==> src/hdl/pcsv_pkg.sv <==
`default_nettype none
package pcsv_pkg;

   localparam int CNT_W = 33;

   localparam logic [7:0] PNG_SIG [8] = '{
      8'h89, 8'h50, 8'h4E, 8'h47, 8'h0D, 8'h0A, 8'h1A, 8'h0A
   };

   localparam logic [CNT_W-1:0] CNT_SIG_END   = 33'd8;
   localparam logic [CNT_W-1:0] CNT_LEN_END   = 33'd4;
   localparam logic [CNT_W-1:0] CNT_TYPE_END  = 33'd8;
   localparam logic [CNT_W-1:0] CNT_CRC_EXTRA = 33'd12;
   localparam logic [CNT_W-1:0] CNT_TRUNC_MIN = 33'd12;

   localparam logic [31:0] TYPE_IHDR     = 32'h4948_4452;
   localparam logic [31:0] TYPE_IEND     = 32'h4945_4E44;
   localparam logic [7:0]  ANCILLARY_BIT = 8'h20;
   localparam logic [31:0] CRC_POLY      = 32'hEDB8_8320;
   localparam logic [31:0] CRC_INIT      = 32'hFFFF_FFFF;

   typedef enum logic [2:0] {
      PH_SIG,
      PH_LEN,
      PH_TYPE,
      PH_DATA,
      PH_CRC
   } phase_type;

   typedef enum logic [1:0] {
      VERDICT_OK,
      VERDICT_CORRUPT,
      VERDICT_SUSPECT
   } verdict_type;

   typedef enum logic [2:0] {
      REASON_OK,
      REASON_BAD_SIG,
      REASON_TRUNCATED,
      REASON_CRIT_CRC,
      REASON_ANC_CRC,
      REASON_NO_IHDR,
      REASON_NO_IEND
   } reason_type;

   typedef enum logic [1:0] {
      KIND_BYTE,
      KIND_END,
      KIND_BYTE_END
   } kind_type;

   typedef struct packed {
      kind_type   kind;
      logic [7:0] data;
   } entry_type;

   function automatic logic [31:0] crc_byte(input logic [31:0] crc, input logic [7:0] b);
      logic [31:0] c;
      c = crc ^ {24'd0, b};
      for (int k = 0; k < 8; k++) begin
         c = c[0] ? ((c >> 1) ^ CRC_POLY) : (c >> 1);
      end
      return c;
   endfunction

endpackage
`default_nettype wire

==> src/hdl/pcsv_front.sv <==
`default_nettype none
module pcsv_front
   import pcsv_pkg::*;
(
   input  wire logic      req_tvalid,
   output logic           req_tready,
   input  wire logic [7:0] req_tdata,   // [7:0] data_byte
   input  wire logic      req_tuser,    // [0] byte_present
   input  wire logic      req_tlast,    // end_of_file
   input  wire logic      q_full,
   output logic           q_push,
   output entry_type      q_entry
);

   logic useful;

   always_comb begin
      useful          = req_tuser || req_tlast;
      req_tready      = !q_full;
      q_push          = req_tvalid && !q_full && useful;
      q_entry.data    = req_tdata;
      if (req_tuser && req_tlast) begin
         q_entry.kind = KIND_BYTE_END;
      end else if (req_tuser) begin
         q_entry.kind = KIND_BYTE;
      end else begin
         q_entry.kind = KIND_END;
      end
   end

endmodule
`default_nettype wire

==> src/hdl/pcsv_queue.sv <==
`default_nettype none
module pcsv_queue
   import pcsv_pkg::*;
(
   input  wire logic       clock,
   input  wire logic       reset,
   input  wire logic       push,
   input  wire entry_type  push_entry,
   output logic            full,
   output logic            not_empty,
   input  wire logic       pop,
   output entry_type       head
);

   entry_type  slot_ff [2];
   logic       wr_ptr_ff, wr_ptr_in;
   logic       rd_ptr_ff, rd_ptr_in;
   logic [1:0] count_ff, count_in;

   always_comb begin
      full      = (count_ff == 2'd2);
      not_empty = (count_ff != 2'd0);
      head      = slot_ff[rd_ptr_ff];
      wr_ptr_in = push ? !wr_ptr_ff : wr_ptr_ff;
      rd_ptr_in = pop ? !rd_ptr_ff : rd_ptr_ff;
      count_in  = count_ff + {1'b0, push} - {1'b0, pop};
   end

   always_ff @(posedge clock) begin
      if (reset) begin
         wr_ptr_ff <= 1'b0;
         rd_ptr_ff <= 1'b0;
         count_ff  <= 2'd0;
      end else begin
         wr_ptr_ff <= wr_ptr_in;
         rd_ptr_ff <= rd_ptr_in;
         count_ff  <= count_in;
      end
   end

   always_ff @(posedge clock) begin
      if (push) begin
         slot_ff[wr_ptr_ff] <= push_entry;
      end
   end

`ifndef SYNTHESIS
   a_no_overflow: assert property (@(posedge clock) disable iff (reset)
      full |-> !push) else $error("push into full queue");
   a_no_underflow: assert property (@(posedge clock) disable iff (reset)
      !not_empty |-> !pop) else $error("pop from empty queue");
   a_count_range: assert property (@(posedge clock) disable iff (reset)
      count_ff != 2'd3) else $error("queue count out of range");
`endif

endmodule
`default_nettype wire

==> src/hdl/pcsv_back.sv <==
`default_nettype none
module pcsv_back
   import pcsv_pkg::*;
(
   input  wire logic       clock,
   input  wire logic       reset,
   input  wire logic       q_valid,
   input  wire entry_type  q_head,
   output logic            q_pop,
   output logic            rsp_tvalid,
   input  wire logic       rsp_tready,
   output logic [39:0]     rsp_tdata    // [1:0] verdict, [4:2] reason, [36:5] chunk_type
);

   phase_type         phase_ff, phase_in;
   logic [CNT_W-1:0]  byte_count_ff, byte_count_in;
   logic [31:0]       chunk_length_ff, chunk_length_in;
   logic [31:0]       type_word_ff, type_word_in;
   logic [31:0]       running_crc_ff, running_crc_in;
   logic [31:0]       stored_crc_ff, stored_crc_in;
   logic              header_seen_ff, header_seen_in;
   logic              first_chunk_ff, first_chunk_in;
   logic              verdict_sent_ff, verdict_sent_in;

   logic              rsp_valid_ff, rsp_valid_in;
   verdict_type       verdict_ff, verdict_in;
   reason_type        reason_ff, reason_in;
   logic [31:0]       chunk_type_ff, chunk_type_in;

   logic              has_byte, has_end;
   logic [CNT_W-1:0]  count_inc, data_end, crc_end;
   logic [31:0]       crc_next;
   logic              emit;
   verdict_type       emit_verdict;
   reason_type        emit_reason;
   logic [31:0]       emit_type;

   always_comb begin
      phase_in        = phase_ff;
      byte_count_in   = byte_count_ff;
      chunk_length_in = chunk_length_ff;
      type_word_in    = type_word_ff;
      running_crc_in  = running_crc_ff;
      stored_crc_in   = stored_crc_ff;
      header_seen_in  = header_seen_ff;
      first_chunk_in  = first_chunk_ff;
      verdict_sent_in = verdict_sent_ff;

      rsp_valid_in  = rsp_valid_ff && !rsp_tready;
      verdict_in    = verdict_ff;
      reason_in     = reason_ff;
      chunk_type_in = chunk_type_ff;

      emit         = 1'b0;
      emit_verdict = VERDICT_OK;
      emit_reason  = REASON_OK;
      emit_type    = '0;

      has_byte  = (q_head.kind == KIND_BYTE) || (q_head.kind == KIND_BYTE_END);
      has_end   = (q_head.kind == KIND_END) || (q_head.kind == KIND_BYTE_END);
      count_inc = byte_count_ff + 33'd1;
      data_end  = {1'b0, chunk_length_ff} + CNT_TYPE_END;
      crc_end   = {1'b0, chunk_length_ff} + CNT_CRC_EXTRA;
      crc_next  = crc_byte(running_crc_ff, q_head.data);

      q_pop = q_valid && (!rsp_valid_ff || rsp_tready);

      if (q_pop) begin
         if (has_byte && !verdict_sent_ff) begin
            case (phase_ff)
               PH_SIG: begin
                  if (q_head.data != PNG_SIG[byte_count_ff[2:0]]) begin
                     emit         = 1'b1;
                     emit_verdict = VERDICT_CORRUPT;
                     emit_reason  = REASON_BAD_SIG;
                  end else if (count_inc == CNT_SIG_END) begin
                     phase_in        = PH_LEN;
                     byte_count_in   = '0;
                     chunk_length_in = '0;
                     type_word_in    = '0;
                     running_crc_in  = CRC_INIT;
                     stored_crc_in   = '0;
                  end else begin
                     byte_count_in = count_inc;
                  end
               end
               PH_LEN: begin
                  chunk_length_in = {chunk_length_ff[23:0], q_head.data};
                  byte_count_in   = count_inc;
                  if (count_inc == CNT_LEN_END) begin
                     phase_in = PH_TYPE;
                  end
               end
               PH_TYPE, PH_DATA: begin
                  if (phase_ff == PH_TYPE) begin
                     type_word_in = {type_word_ff[23:0], q_head.data};
                  end
                  running_crc_in = crc_next;
                  byte_count_in  = count_inc;
                  if (count_inc == data_end) begin
                     phase_in = PH_CRC;
                  end else if (phase_ff == PH_TYPE && count_inc == CNT_TYPE_END) begin
                     phase_in = PH_DATA;
                  end
               end
               PH_CRC: begin
                  stored_crc_in = {stored_crc_ff[23:0], q_head.data};
                  byte_count_in = count_inc;
                  if (count_inc >= crc_end) begin
                     if (~running_crc_ff != stored_crc_in) begin
                        emit      = 1'b1;
                        emit_type = type_word_ff;
                        if ((type_word_ff[31:24] & ANCILLARY_BIT) == 8'd0) begin
                           emit_verdict = VERDICT_CORRUPT;
                           emit_reason  = REASON_CRIT_CRC;
                        end else begin
                           emit_verdict = VERDICT_SUSPECT;
                           emit_reason  = REASON_ANC_CRC;
                        end
                     end else begin
                        if (type_word_ff == TYPE_IHDR) begin
                           header_seen_in = first_chunk_ff;
                        end
                        first_chunk_in = 1'b0;
                        if (type_word_ff == TYPE_IEND) begin
                           emit = 1'b1;
                           if (!(type_word_ff == TYPE_IHDR ? first_chunk_ff
                                                           : header_seen_ff)) begin
                              emit_verdict = VERDICT_CORRUPT;
                              emit_reason  = REASON_NO_IHDR;
                           end
                        end else begin
                           phase_in        = PH_LEN;
                           byte_count_in   = '0;
                           chunk_length_in = '0;
                           type_word_in    = '0;
                           running_crc_in  = CRC_INIT;
                           stored_crc_in   = '0;
                        end
                     end
                  end
               end
               default: begin
                  phase_in = phase_ff;
               end
            endcase
            if (emit) begin
               verdict_sent_in = 1'b1;
            end
         end

         if (has_end) begin
            if (!verdict_sent_in) begin
               emit         = 1'b1;
               emit_verdict = VERDICT_CORRUPT;
               emit_type    = '0;
               if (phase_in == PH_SIG) begin
                  emit_reason = REASON_BAD_SIG;
               end else if (byte_count_in >= CNT_TRUNC_MIN) begin
                  emit_reason = REASON_TRUNCATED;
                  emit_type   = type_word_in;
               end else if (!header_seen_in) begin
                  emit_reason = REASON_NO_IHDR;
               end else begin
                  emit_reason = REASON_NO_IEND;
               end
            end
            phase_in        = PH_SIG;
            byte_count_in   = '0;
            chunk_length_in = '0;
            type_word_in    = '0;
            running_crc_in  = CRC_INIT;
            stored_crc_in   = '0;
            header_seen_in  = 1'b0;
            first_chunk_in  = 1'b1;
            verdict_sent_in = 1'b0;
         end

         if (emit) begin
            rsp_valid_in  = 1'b1;
            verdict_in    = emit_verdict;
            reason_in     = emit_reason;
            chunk_type_in = emit_type;
         end
      end

      rsp_tvalid = rsp_valid_ff;
      rsp_tdata  = {3'd0, chunk_type_ff, reason_ff, verdict_ff};
   end

   always_ff @(posedge clock) begin
      if (reset) begin
         phase_ff        <= PH_SIG;
         byte_count_ff   <= '0;
         chunk_length_ff <= '0;
         type_word_ff    <= '0;
         running_crc_ff  <= CRC_INIT;
         stored_crc_ff   <= '0;
         header_seen_ff  <= 1'b0;
         first_chunk_ff  <= 1'b1;
         verdict_sent_ff <= 1'b0;
         rsp_valid_ff    <= 1'b0;
      end else begin
         phase_ff        <= phase_in;
         byte_count_ff   <= byte_count_in;
         chunk_length_ff <= chunk_length_in;
         type_word_ff    <= type_word_in;
         running_crc_ff  <= running_crc_in;
         stored_crc_ff   <= stored_crc_in;
         header_seen_ff  <= header_seen_in;
         first_chunk_ff  <= first_chunk_in;
         verdict_sent_ff <= verdict_sent_in;
         rsp_valid_ff    <= rsp_valid_in;
      end
   end

   always_ff @(posedge clock) begin
      verdict_ff    <= verdict_in;
      reason_ff     <= reason_in;
      chunk_type_ff <= chunk_type_in;
   end

`ifndef SYNTHESIS
   a_sig_count: assert property (@(posedge clock) disable iff (reset)
      phase_ff == PH_SIG |-> byte_count_ff < CNT_SIG_END)
      else $error("signature count past end");
   a_len_count: assert property (@(posedge clock) disable iff (reset)
      phase_ff == PH_LEN |-> byte_count_ff < CNT_LEN_END)
      else $error("length count past end");
   a_data_count: assert property (@(posedge clock) disable iff (reset)
      phase_ff == PH_DATA |-> byte_count_ff >= CNT_TYPE_END)
      else $error("data phase before type complete");
   a_ok_clean: assert property (@(posedge clock) disable iff (reset)
      rsp_valid_ff && verdict_ff == VERDICT_OK |->
         reason_ff == REASON_OK && chunk_type_ff == 32'd0)
      else $error("ok verdict with reason or type");
   a_no_drop: assert property (@(posedge clock) disable iff (reset)
      rsp_valid_ff && !rsp_tready |-> !q_pop)
      else $error("request taken while result stalled");
`endif

endmodule
`default_nettype wire

==> src/hdl/png_chunk_stream_validator.sv <==
`default_nettype none
// PNG chunk stream validator. Takes one file byte per request (req_tuser set) with req_tlast
// on the final request of each file; a request with req_tuser clear carries no byte and
// only matters with req_tlast, e.g. for an empty file. Requests pass a classifier into a
// two-entry queue; the checker behind it retires one request per cycle, byte-wise CRC-32
// update and framing counters included, so the block sustains one byte per clock while
// rsp is not stalled. Exactly one verdict per file leaves on rsp after its deciding request
// (IEND, first error or end of file); bytes after a verdict are dropped up to end of file.
module png_chunk_stream_validator
   import pcsv_pkg::*;
(
   input  wire logic        clock,
   input  wire logic        reset,
   input  wire logic        req_tvalid,
   output logic             req_tready,
   input  wire logic [7:0]  req_tdata,   // [7:0] data_byte
   input  wire logic        req_tuser,   // [0] byte_present
   input  wire logic        req_tlast,   // end_of_file
   output logic             rsp_tvalid,
   input  wire logic        rsp_tready,
   output logic [39:0]      rsp_tdata    // [1:0] verdict, [4:2] reason, [36:5] chunk_type
);

   logic      q_full, q_push, q_valid, q_pop;
   entry_type q_entry, q_head;

   pcsv_front u_front (
      .req_tvalid (req_tvalid),
      .req_tready (req_tready),
      .req_tdata  (req_tdata),
      .req_tuser  (req_tuser),
      .req_tlast  (req_tlast),
      .q_full     (q_full),
      .q_push     (q_push),
      .q_entry    (q_entry)
   );

   pcsv_queue u_queue (
      .clock      (clock),
      .reset      (reset),
      .push       (q_push),
      .push_entry (q_entry),
      .full       (q_full),
      .not_empty  (q_valid),
      .pop        (q_pop),
      .head       (q_head)
   );

   pcsv_back u_back (
      .clock      (clock),
      .reset      (reset),
      .q_valid    (q_valid),
      .q_head     (q_head),
      .q_pop      (q_pop),
      .rsp_tvalid (rsp_tvalid),
      .rsp_tready (rsp_tready),
      .rsp_tdata  (rsp_tdata)
   );

endmodule
`default_nettype wire

==> config.mk <==
export PLATFORM = sky130hd
export DESIGN_NAME = png_chunk_stream_validator
export DESIGN_NICKNAME = d
export VERILOG_FILES = /design/src/hdl/pcsv_pkg.sv /design/src/hdl/pcsv_front.sv /design/src/hdl/pcsv_queue.sv /design/src/hdl/pcsv_back.sv /design/src/hdl/png_chunk_stream_validator.sv
export SDC_FILE = /design/constraint.sdc
export NUM_CORES = 1
export LEC_CHECK = 0
export BUFFER_PORTS_ARGS = -buffer_cell sky130_fd_sc_hd__buf_2
export CORE_MARGIN = 2
export CORE_UTILIZATION = 48
export CTS_BUF_LIST = sky130_fd_sc_hd__clkbuf_16
export DETAILED_ROUTE_END_ITERATION = 16
export PLACE_DENSITY = 0.68
export SETUP_SLACK_MARGIN = 0.5
export SYNTH_ARGS = -nofsm -noshare
export SYNTH_HDL_FRONTEND = slang
export SYNTH_HIERARCHICAL = 1
export SYNTH_SLANG_ARGS = --single-unit
export TNS_END_PERCENT = 5
==> constraint.sdc <==
create_clock -name clock -period 5.1 [get_ports clock]
set_clock_uncertainty 0.2 [all_clocks]
set_input_delay 1.02 -clock clock [delete_from_list [all_inputs] [get_ports clock]]
set_output_delay 1.02 -clock clock [all_outputs]
set_load 0.01 [all_outputs]
# --- Word level (Yosys, flattened, before mapping) ---
# Memories as Yosys holds them, arrays and structs flattened. A register that Yosys moved wholly into a read port is not among the register bits.
# Index checks and enable logic that the tools add are counted.
classes:
  n_reduce_logical: 35
  add_sub_neg: 5
  n_eq_ne: 20
  n_lt_le_gt_ge: 3
  mux: 128
  bitwise_logic: 11
ops:
  columns: ["op", "n"]
  rows:
  - ["$mux W32", 38]
  - ["$pmux W32 S3", 3]
  - ["$mux W33", 8]
  - ["$mux W24", 5]
  - ["$not A13 Y14", 8]
  - ["$pmux W33 S3", 1]
  - ["$add A32 B4 Y33 const B", 2]
  - ["$eq A32 B31 Y1 const B", 2]
  - ["$mux W3", 21]
  - ["$pmux W24 S2", 1]
  - ["$mux W1", 36]
  - ["$add A33 B1 Y33 const B", 1]
  - ["$eq A33 B3 Y1 const B", 1]
  - ["$eq A33 B33 Y1", 1]
  - ["$eq A33 B4 Y1 const B", 1]
  - ["$ge A33 B33 Y1", 1]
  - ["$ge A33 B4 Y1 const B", 1]
  - ["$ne A32 B32 Y1", 1]
  - ["$not A32 Y32", 1]
  - ["$xor A32 B8 Y32", 1]
  - ["$mux W2", 9]
  - ["$mux W8", 2]
  - ["$reduce_and A8 Y1", 2]
  - ["$pmux W3 S4", 1]
  - ["29 further kinds", 54]
totals:
  output_inout_bits: 42
  reg_bits: 201
  input_bits: 14
  mem_bits_rw: 20
  mem_bits_ro: 64
  n_memories: 2
memory_table:
  columns: ["name", "depth", "width", "read_ports", "rd_clocked_by_memory_dff", "wr", "line_no", "text"]
  rows:
  - ["(name not given)", 8, 8, 1, 0, 0, "pcsv_back.sv:72", "if (q_head.data != PNG_SIG[byte_count_ff[2:0]]) begin"]
  - ["u_queue.slot_ff", 2, 10, 1, 1, 1, "pcsv_queue.sv:15", "entry_type slot_ff [2];"]

# --- Longest topological paths before layout ---
logic_depth:
  ltp_word: 20
  depth_mapped: 21
  mapped_depth_nobuf: 20

# --- By module ---
# The synthesis kept the hierarchy.
by_module_without_submodules:
  columns: ["module", "instances", "area_per_inst_um2", "cells_each"]
  rows:
  - ["pcsv_back", 1, 14059.7, 1761]
  - ["pcsv_queue", 1, 939.7, 52]
  - ["pcsv_front", 1, 85.1, 12]

# --- Worst setup path after synthesis ---
# OpenSTA, ideal clock, no wires.
synth_path:
  kind: "reg-to-reg"
  startpoint: "register u_back.byte_count_ff[0]"
  endpoint: "register u_back.reason_ff[1], data pin"
  stages_incl_launch_ff: 21
  setup_slack_ns: -0.108
  synth_period_minus_slack_ns: 5.208
  path_buffers: 2
  arrival_time_ns: 4.752
  setup_ns: 0.256
  cell_sequence: "dfxtp_1 -> ha_1 -> buf_4 -> and3_1 -> buf_4 -> nand3_2 -> or3_1 -> and2_1 -> inv_1 -> ha_1 -> nand4_1 -> nor3_1 -> nor4_1 -> a221o_1 -> maj3_1 -> o2bb2ai_2 -> a211oi_1 -> a2111oi_0 -> o2bb2ai_1 -> or3b_1 -> a22o_1"
synth_via:
  elab_chain_cells: 14
  elab_cells_between_ends: 50
  classes_between: "add/sub: 1; order compare: 2; eq/ne: 4; mux: 39; bitwise: 1; reduce/logical: 2; memory: 1"
synth_lines:
  columns: ["element", "line_no", "text"]
  rows:
  - ["from (decl)", "pcsv_back.sv:16", "logic [CNT_W-1:0] byte_count_ff, byte_count_in;"]
  - ["from (signal assigned)", "pcsv_back.sv:205", "byte_count_ff <= byte_count_in;"]
  - ["branches (longest 13 deep; another with $add A33 B1 Y33)", null, null]
  - ["$mux W3 (*)", "pcsv_back.sv:152", "if (has_end) begin"]
  - ["to (signal assigned)", "pcsv_back.sv:219", "reason_ff <= reason_in;"]
  - ["to (decl)", "pcsv_back.sv:27", "reason_type reason_ff, reason_in;"]
# Mark *: on every way between the ends. The select of a mux whose other input is x is not followed.
# A chain may end at the register's enable or synchronous reset.

# --- Final worst setup path ---
layout_path:
  startpoint: "register u_back.byte_count_ff[9]"
  endpoint: "register u_back.reason_ff[1], data pin"
layout_via:
  elab_chain_cells: 12
  elab_cells_between_ends: 44
  classes_between: "add/sub: 1; order compare: 2; eq/ne: 3; mux: 36; reduce/logical: 2"
layout_lines:
  columns: ["element", "line_no"]
  rows:
  - ["branches (longest 11 deep; another with $add A33 B1 Y33)", null]
  - ["$mux W3 (*)", "pcsv_back.sv:152"]
# Marks and branches as above.

==> results by group <==
Run status
  – Status: finished clean

Route
  – Via count: 14,200
  – 1st-iter DRT viols: 1,676
  – Antenna viol nets, final: 0
  – Routed len/inst: 20.2 µm
  – Routed wire length: 46,500 µm
  – Initial DRT Pass Iterations: 6
  – Residual DRC count: 0
  – Vias per cell: 6.18

Layout
  – # fillers: 2,796
  – Antenna cells: 0
  – Core Util, Final: 57.3%
  – Multi-input logic area: 9500 µm²
  – Reg area: 5040 µm²
  – Design area: 17,600 µm²
  – Layout area overhead: 16.8%
  – Final nets: 1,947
  – Share of layout cells above drive strength 1: 18.4%

Die
  – Die W: 181 µm
  – CORE AREA: 30,700 µm²
  – Cell Rows: 64
  – Die height: 181 µm
  – Initial Utilization: 49.1%
  – I/O pins: 56
  – Die ar.: 32,900 µm²

Place
  – Placer Congestion: 0.957
  – Placement Cell Area: 16,300 µm²
  – Post-DP HPWL: 32,900 µm
  – IO Port Bufs: 52

Power
  – Sw frac: 37.8%
  – Leak: 6.32 nW
  – Clock share of power: 28.6%
  – Sequential Power Share: 32.5%
  – Overall Power: 0.00642 W
  – Switch Pwr: 0.00243 W
  – Maximum VDD drop: 0.348 mV
  – Int Power: 0.00399 W
  – Combinational group share of total power: 38.9%
  – Pwr Density: 364 nW/µm²

Setup path
  – Crit. path cell count: 15
  – CP max stage cell: xor2_1
  – Worst setup SP type: flop
  – Req. time, crit path: 5.17 ns
  – R2R setup slack: 0.18 ns
  – Cell Chain, Critical Path: buf_4 -> nand4_1 -> buf_4 -> nor4_2 -> xor2_1 -> ha_1 -> nor4_2 -> a221o_1 -> maj3_2 -> o2bb2ai_4 -> a211oi_4 -> a2111oi_4 -> o2bb2ai_4 -> or3b_4 -> a22o_1
  – Setup crit start: u_back/byte_count_ff[9]$_SDFFE_PP0P_
  – Setup crit end kind: flop
  – Worst R2R Path Depth: 15
  – CP max FO: 10
  – Setup crit end: u_back/reason_ff[1]$_DFFE_PP_
  – Reg2reg end: u_back/reason_ff[1]$_DFFE_PP_
  – Critical path buffer and inverter count: 2
  – Crit path DAT: 5.00 ns
  – Slowest Stage Delay on Critical Path: 0.43 ns
  – Worst r2r src: u_back/byte_count_ff[9]$_SDFFE_PP0P_
  – Critical path class: flop to flop
  – Top delay family on crit path: compound AO/OA/AOI/OAI gates

STA
  – Period utilization: 96.5%
  – RSZ-0062 raised after global routing: true
  – Max Slew Vio Count: 0
  – Setup_tns: 0 ns
  – Fmax: 203 MHz
  – Max-slew headroom: 27.9%
  – Min Hold Slack: 0.268 ns
  – # setup viols final: 0
  – Worst-Margin Slew: 1.08 ns
  – Final hold vios: 0
  – Tmin final: 4.92 ns

Synth
  – Register area share after synthesis: 33.2%
  – Yosys top cell area share: 21.9%
  – Asr flop ratio synth: 0%
  – Synthesized area: 15,100 µm²
  – Yosys reg bits: 222
  – Post-synth top flop: dfxtp_1
  – Yosys warns: 6
  – Mapped Cells: 1,825
  – Synth top area cells: dfxtp_1 (22%), edfxtp_1 (11%), xnor2_1 (7.2%)
  – Number of library cell types mapped by synthesis: 93
  – Syn Area/Cell: 8.27 µm²
  – Largest area contributor in the netlist: dfxtp_1
  – Number of synthesized flops with an enable pin: 57

GRT
  – Grt ovf: 0
  – Vias in the first global route: 13,200
  – Total GRT Usage: 27.5%
  – Initial antenna violation count: 0
  – Wire length of the first global-routing pass: 73,000 µm
  – Largest net degree at the start of global routing: 92

CTS
  – Clock Pin Slew Worst Setup and Hold Paths: 0.06 ns
  – Num CTS Buffers: 26
  – CTS Hold Buffers Added: 0
  – CTS tree: built
  – Clock buffer depth: 3
  – CTS HTree Levels: 1
  – Worst-Skew Late Latency: 0.53 ns
  – Root Buffer: clkbuf_16
  – CTS sink cnt: 222

Job
  – Max cap viols: 0

Min path
  – Hold crit path type: flop to flop
[how the worst min path moves through the flow]
stage                     cells past startpoint                                    end  slack [ns]                             startpoint
after floorplan                               2     u_back/first_chunk_ff$_SDFFE_PP1P_        0.24     u_back/first_chunk_ff$_SDFFE_PP1P_
after global placement                        2  u_back/stored_crc_ff[23]$_SDFFE_PP0P_        0.25  u_back/stored_crc_ff[23]$_SDFFE_PP0P_
after detailed placement                      2  u_back/stored_crc_ff[21]$_SDFFE_PP0P_        0.26  u_back/stored_crc_ff[21]$_SDFFE_PP0P_
after CTS                                     2  u_back/stored_crc_ff[18]$_SDFFE_PP0P_        0.27  u_back/stored_crc_ff[18]$_SDFFE_PP0P_
after global routing                          2  u_back/stored_crc_ff[17]$_SDFFE_PP0P_        0.31  u_back/stored_crc_ff[17]$_SDFFE_PP0P_
final                                         2  u_back/stored_crc_ff[21]$_SDFFE_PP0P_        0.27  u_back/stored_crc_ff[21]$_SDFFE_PP0P_
[repair_timing]
action,in CTS,in global routing
pin swaps,25,17
cloned,1,1
endpoints found under the setup margin,186,225
gates resized for setup,43,20
setup buffers,18,6
[power groups by stage]
stage | registers, W | logic [W] | clock network [W]
after floorplan | 0.00216 | 0.00168 | 0
after global placement | 0.00212 | 0.00237 | 0
after detailed placement | 0.00212 | 0.00237 | 0
after CTS | 0.00209 | 0.00243 | 0.00187
after global routing | 0.00210 | 0.00269 | 0.00194
final | 0.00208 | 0.00250 | 0.00184
[worst register-to-register path, delay by kind of cell (launching register included)]
kind            cells  cell delay [ns]
compound gates      6             1.57
xor+xnor            1             0.43
fa+ha+maj           2             0.62
buf+inv             2             0.41
flops               1             0.34
simple gates        4             1.10
[through the flow]
stage               std cells  setup slack [ns]
finish                   2302             0.177
global route             2302             0.103
CTS                      2295             0.350
detailed placement       2228           -0.0575
global placement         2228             0.136
floorplan                1827             0.399
[cells by family after synthesis]
| logic type | after synthesis | share of synthesized area (%) |
|---|---|---|
| multiplexers | 49 | 3.35 |
| adder cells (fa/ha/maj) | 48 | 3.96 |
| XOR/XNOR | 206 | 12.4 |
| AND/OR/NAND/NOR | 642 | 21.9 |
| other | 1 | 0.0249 |
| buffers and inverters | 233 | 6.83 |
| flip-flops | 222 | 33.2 |
| AO/OA/AOI/OAI | 424 | 18.3 |
[sequential cells by signal, indices dropped and copies added (netlist names), 2 cells and up, named ones only]
register / cells
u_back/type_word_ff: 32
u_back/phase_ff: 3
u_back/byte_count_ff: 33
u_back/running_crc_ff: 32
u_queue/slot_ff: 20
u_back/reason_ff: 3
u_back/chunk_length_ff: 32
u_back/chunk_type_ff: 32
u_queue/count_ff: 2
u_back/stored_crc_ff: 24
u_back/verdict_ff: 2
[cell usage after synthesis, types with 8 or more instances]
master,instances
or3_1,11
dfxtp_1,165
clkbuf_1,109
nand2b_1,10
edfxtp_1,57
nand4_1,80
or4_1,14
nand2_1,134
xnor2_1,124
o211ai_1,14
and3_1,18
nor2b_1,8
a21oi_1,135
and2_1,9
xor2_1,77
nor2_1,164
mux2i_1,37
o21ai_0,97
o221ai_1,25
ha_1,47
buf_4,18
o2111ai_1,31
inv_1,72
nand3_1,68
a22oi_1,25
mux2_1,10
nor3_1,40
a21o_1,13
and4_1,10
buf_2,26
a211oi_1,11
nor4_1,31
a22o_1,9
[per-layer routing]
layer / routed length [µm] / vias to the layer above / GRT usage [%]
li1: - / 6711 / -
met1: 21000 / 6835 / 39.1
met2: 20600 / 590 / 43.1
met3: 3250 / 94 / 3.43
met4: 1650 / 0 / 9.59
met5: 0 / - / 0
[cell type report]
type                    count  area share [%]
repair buffers            191            8.21
multi-input cells        1372            54.0
inverters                  73            1.59
clock inverters            21           0.980
well taps                 396            2.81
clock buffers              27            3.84
flip-flops and latches    222            28.6
[cells in the final DEF, fill, tap and decap left out, types with 10 or more instances in the layout]
cell type | Yosys | routed
or4_1 | 14 | 13
nor4_1 | 31 | 27
mux2i_1 | 37 | 37
buf_4 | 18 | 127
nor3_1 | 40 | 37
nand4_1 | 80 | 80
nand2b_1 | 10 | 10
edfxtp_1 | 57 | 57
nand2_1 | 134 | 131
o211ai_1 | 14 | 14
buf_2 | 26 | 51
dfxtp_1 | 165 | 153
clkbuf_16 | 0 | 28
o2111ai_1 | 31 | 26
inv_1 | 72 | 71
nor2_1 | 164 | 155
xor2_1 | 77 | 73
ha_1 | 47 | 44
xnor2_1 | 124 | 117
o221ai_1 | 25 | 25
o21ai_0 | 97 | 93
or3_1 | 11 | 10
a21o_1 | 13 | 12
nand3_1 | 68 | 67
and3_1 | 18 | 17
a22oi_1 | 25 | 25
a21oi_1 | 135 | 133
(Power assumes the default switching activity.)
